--- src/design/chr_pkg.sv ---
// ----------------------------------------------------------------------------
// chr_pkg
// Shared types, constants and codes for the channel hop ranker.
// ----------------------------------------------------------------------------
`default_nettype none

package chr_pkg;

  localparam int MAX_CANDIDATES_DEF = 8;
  localparam int MAX_VISITS_DEF     = 16;

  localparam int CHAN_W  = 8;
  localparam int TIME_W  = 32;
  localparam int CNT_W   = 16;
  localparam int SCORE_W = 19;
  localparam int SUM_W   = 23;
  localparam int FRESH_W = 5;
  localparam int SKIP_W  = 9;
  localparam int CFG_W   = 64;
  localparam int CIDX_W  = 3;

  localparam logic [SUM_W-1:0]   SCORE_CAP = {SUM_W{1'b1}};
  localparam logic [FRESH_W-1:0] FRESH_CAP = {FRESH_W{1'b1}};

  typedef enum logic [CIDX_W-1:0] {
    CFG_CAND_LIST  = 3'd0,
    CFG_CAND_COUNT = 3'd1,
    CFG_HOME       = 3'd2,
    CFG_BOOT       = 3'd3,
    CFG_WINDOW     = 3'd4,
    CFG_MAX_AGE    = 3'd5
  } cfg_idx_e;

  localparam logic OP_RECORD = 1'b0;
  localparam logic OP_QUERY  = 1'b1;

  typedef struct packed {
    logic [63:0]       cand_list;
    logic [3:0]        cand_count;
    logic [CHAN_W-1:0] home;
    logic [CHAN_W-1:0] boot;
    logic [4:0]        window;
    logic [TIME_W-1:0] max_age;
  } cfg_t;

  typedef struct packed {
    logic latch;
    logic rec;
    logic load;
    logic read;
    logic drain;
    logic rank;
    logic emit;
  } cmd_t;

  typedef struct packed {
    logic reads_done;
    logic last_slot;
  } stat_t;

endpackage

`default_nettype wire

--- src/design/chr_ctrl.sv ---
// ----------------------------------------------------------------------------
// chr_ctrl
// Sequencer: record, per-slot scan, ranking pass and result emission.
// ----------------------------------------------------------------------------
`default_nettype none

module chr_ctrl
  import chr_pkg::*;
(
  input  wire logic  clk_i,
  input  wire logic  rst_ni,
  input  wire logic  start_i,
  input  wire logic  op_i,
  input  stat_t      stat_i,
  output cmd_t       cmd_o,
  output logic       busy_o
);

  typedef enum logic [6:0] {
    ST_IDLE  = 7'b0000001,
    ST_REC   = 7'b0000010,
    ST_LOAD  = 7'b0000100,
    ST_SCAN  = 7'b0001000,
    ST_DRAIN = 7'b0010000,
    ST_RANK  = 7'b0100000,
    ST_EMIT  = 7'b1000000
  } state_e;

  state_e state_q, state_d;

  always_comb begin
    state_d = state_q;
    cmd_o   = '0;
    case (state_q)
      ST_IDLE: begin
        if (start_i) begin
          cmd_o.latch = 1'b1;
          state_d     = (op_i == OP_QUERY) ? ST_LOAD : ST_REC;
        end
      end
      ST_REC: begin
        cmd_o.rec = 1'b1;
        state_d   = ST_IDLE;
      end
      ST_LOAD: begin
        cmd_o.load = 1'b1;
        state_d    = ST_SCAN;
      end
      ST_SCAN: begin
        if (stat_i.reads_done) begin
          state_d = ST_DRAIN;
        end else begin
          cmd_o.read = 1'b1;
        end
      end
      ST_DRAIN: begin
        cmd_o.drain = 1'b1;
        state_d     = stat_i.last_slot ? ST_RANK : ST_LOAD;
      end
      ST_RANK: begin
        cmd_o.rank = 1'b1;
        if (stat_i.last_slot) begin
          state_d = ST_EMIT;
        end
      end
      ST_EMIT: begin
        cmd_o.emit = 1'b1;
        if (stat_i.last_slot) begin
          state_d = ST_IDLE;
        end
      end
      default: begin
        state_d = ST_IDLE;
      end
    endcase
  end

  always_ff @(posedge clk_i or negedge rst_ni) begin
    if (!rst_ni) begin
      state_q <= ST_IDLE;
    end else begin
      state_q <= state_d;
    end
  end

  assign busy_o = (state_q != ST_IDLE);

endmodule

`default_nettype wire

--- config.mk ---
export PLATFORM = sky130hd
export DESIGN_NAME = chr_ctrl
export DESIGN_NICKNAME = d
export VERILOG_FILES = /design/src/design/chr_pkg.sv /design/src/design/chr_ctrl.sv
export SDC_FILE = /design/constraint.sdc
export NUM_CORES = 1
export LEC_CHECK = 0
export BUFFER_PORTS_ARGS = -buffer_cell sky130_fd_sc_hd__buf_2
export CAP_MARGIN = 20
export CORE_AREA = 2 2 39 41
export DETAILED_ROUTE_END_ITERATION = 10
export DIE_AREA = 0 0 41 43
export GPL_ROUTABILITY_DRIVEN = 0
export PLACE_DENSITY = 0.63
export SLEW_MARGIN = 20
export SYNTH_ARGS = -nofsm -noshare
export SYNTH_HDL_FRONTEND = slang
export SYNTH_SLANG_ARGS = --single-unit
--- constraint.sdc ---
create_clock -name clk_i -period 5.8 [get_ports clk_i]
set_input_delay 1.74 -clock clk_i [delete_from_list [all_inputs] [get_ports clk_i]]
set_output_delay 1.74 -clock clk_i [all_outputs]
set_load 0.01 [all_outputs]
==> flow_summary.ini <==
[run_status]
status = finished, final reports clean

[floorplanning]
die_w_um = 41
core-area_sq_um = 1380
die_area_sq_um = 1760
rows = 14
dieHeight_um = 43
io-pin-count = 14
start_util_pct = 35.4

[detailed_routing]
via_per_inst = 5.66
drt-total-wl_mm = 1.11
route.detailed.drc = 0
dr.pass1.iters = 4
detail_route.wl_per_cell_um = 13.5
drtIter0Drc = 7
ant_nets = 0
vias = 464

[clock_tree]
cts_tree = yes
clk_latency_ns = 0.26
ctsResizeCount = 0
clock_sinks = 7
clk_pin_slew_worst_paths_ns = 0.06
cts.path.max_buffers = 2
cts_root_buffer = clkbuf_4
cts_buffers = 3
postCtsHoldBufs = 0
post-cts-setup-buffers = 0
htreeDepth = 1

[timing]
skew_ns = 0.0137
hold_slack_ns = 0.685
max_freq_ghz = 0.242
drv_slew = 0
worst_slew_pin_slew_ns = 0.390
setup_tns_ns = 0
maxSlewHeadroom_pct = 73.9
fin_crit_sh_pct = 71.1
setup_viol = 0
finalHoldViolations = 0
grt_setup_unrepaired = false
fin_crit_ns = 4.13

[grt]
grt_antenna_before_repair = 0
grt_pass1_wl_mm = 1.68
grt_use_total_pct = 14.3
grt_overflow_total = 0
grt_max_degree = 13
grt_pass1_vias = 397

[power]
ir_worst_vdd_uv = 168
powerDensity_nw_per_um2 = 506
cellLeakagePower_uw = 0.000291

[critical_path]
cp_common_cell = buf_2
endpoint_kind = output pin
critPathBufInv = 3
r2r_slack_ns = 3.85
crit_chain = buf_2, nor4_1, nand3_1, inv_1, buf_2
arrival_ns = 2.39
crit_type = input port to output pin
crit_required_ns = 4.06
critPathTopFamily = simple AND/OR/NAND/NOR gates
path_max_fanout = 3
start_kind = input port
r2r_start = state_q[5]$_DFFE_PN0P_
max_stage_delay_ns = 0.19
cp_slowest_cell = nand3_1
crit_start = stat_i[1]

[layout]
seq_area_sq_um = 176
syn_to_final_growth_pct = 19.6
fin_nets = 73
drive_above_1_share_pct = 37.9
top_register = state_q
diodes = 0
final_area_sq_um = 587
multiInputGateArea_sq_um = 288
largest_register_ffs = 7
reg_top3 = state_q: 7 flops
n_fill_cell = 139

[placed_design]
dpl_cell_area_sq_um = 561
port_buffers = 13

[worst_hold_path]
holdCritPathClass = flip-flop to flip-flop
min_from = state_q[2]$_DFFE_PN0P_

[logic_synthesis]
synth_seq_cells = 7
seq_area_frac_synth_pct = 36.0
yosysWarningCount = 0
synth_edf_count = 0
syn_area_sq_um = 490
syn_nets = 57
synth_cell_types = 31
async_flop_share_pct = 100
synth_area_per_cell_sq_um = 9.62
synth_cells = 51
dominantRegCellSynth = dfrtp_1

[run]
cap_violations = 0
[cell usage in the layout, fill, tap and decap left out, drive strengths merged, types with 2 or more instances in the layout]
master / n
inv: 3
nor3b: 2
mux2: 2
o21ai: 2
clkbuf: 4
nor2b: 3
dfrtp: 6
o311ai: 2
or4: 2
nand2: 2
nor2: 5
nor4: 2
nor3: 5
buf: 13
[layout make-up]
| class | instances | share of cell area, % |
|---|---|---|
| multi-input cells | 39 | 49.0 |
| clock buffers | 4 | 4.48 |
| inverters | 3 | 1.92 |
| well taps | 16 | 3.41 |
| repair buffers | 13 | 11.1 |
| flip-flops and latches | 7 | 30.1 |
[cells in the mapped netlist, drive strengths merged (2+ instances only)]
master / number / area (sq um)
nor3b: 2 / 15.0
mux2: 2 / 22.5
or4: 2 / 18.8
nor3: 5 / 35.0
nand2: 2 / 7.51
nor2b: 3 / 18.8
inv: 3 / 11.3
o21ai: 2 / 13.8
dfrtp: 6 / 150
nor4: 2 / 12.5
o311ai: 2 / 35.0
nor2: 5 / 18.8
[where the power goes]
part	leakage, uW	switching, uW	internal, uW	total, uW
clock	0.0000150	18.5	26.3	44.8
sequential	0.0000928	24.6	66.7	91.3
combinational	0.000183	85.5	75.5	161
total	0.000291	129	169	297
[cells by family (layout without fill, tap and decap cells)]
logic type      Yosys count  count (layout)  share of synthesized area [%]
buf+inv                   5              20                           5.36
mux                       2               2                           4.59
compound gates            7               7                           13.8
simple gates             29              29                           38.5
flops                     7               7                           36.0
xor+xnor                  1               1                           1.79
[routing by layer]
metal | wire length [um] | track usage [%] | vias to the layer above
met5 | 0 | 0 | -
met4 | 10 | 2.00 | 0
met3 | 73 | 6.28 | 2
met2 | 500 | 21.6 | 20
met1 | 524 | 18.9 | 220
li1 | - | - | 222
[worst paths after layout]
path | to | cells after the start
setup / recovery | cmd_o[3] | 5
hold / removal | state_q[4]$_DFFE_PN0P_ | 3
setup reg to reg | state_q[4]$_DFFE_PN0P_ | 4
hold reg to reg | state_q[4]$_DFFE_PN0P_ | 3
max in group asynchronous | state_q[0]$_DFFE_PN1P_ | 1
min in group asynchronous | state_q[3]$_DFFE_PN0P_ | 1
[stage by stage]
stage               util, %  power (uW)  std cells  worst slack, ns
floorplan                 -         211         51             1.86
global placement       40.5         253         78             1.65
detailed placement     40.5         253         78             1.66
CTS                    42.4         300         82             1.66
global route           42.4         321         82             1.63
finish                 42.4         297         82             1.67
[tightest hold or removal path: cells and delay by family (launching register included)]
| family | cells | cell delay, ns |
|---|---|---|
| AND/OR/NAND/NOR | 3 | 0.21 |
| flip-flops | 1 | 0.42 |
Power figures use the tool's default switching activity.
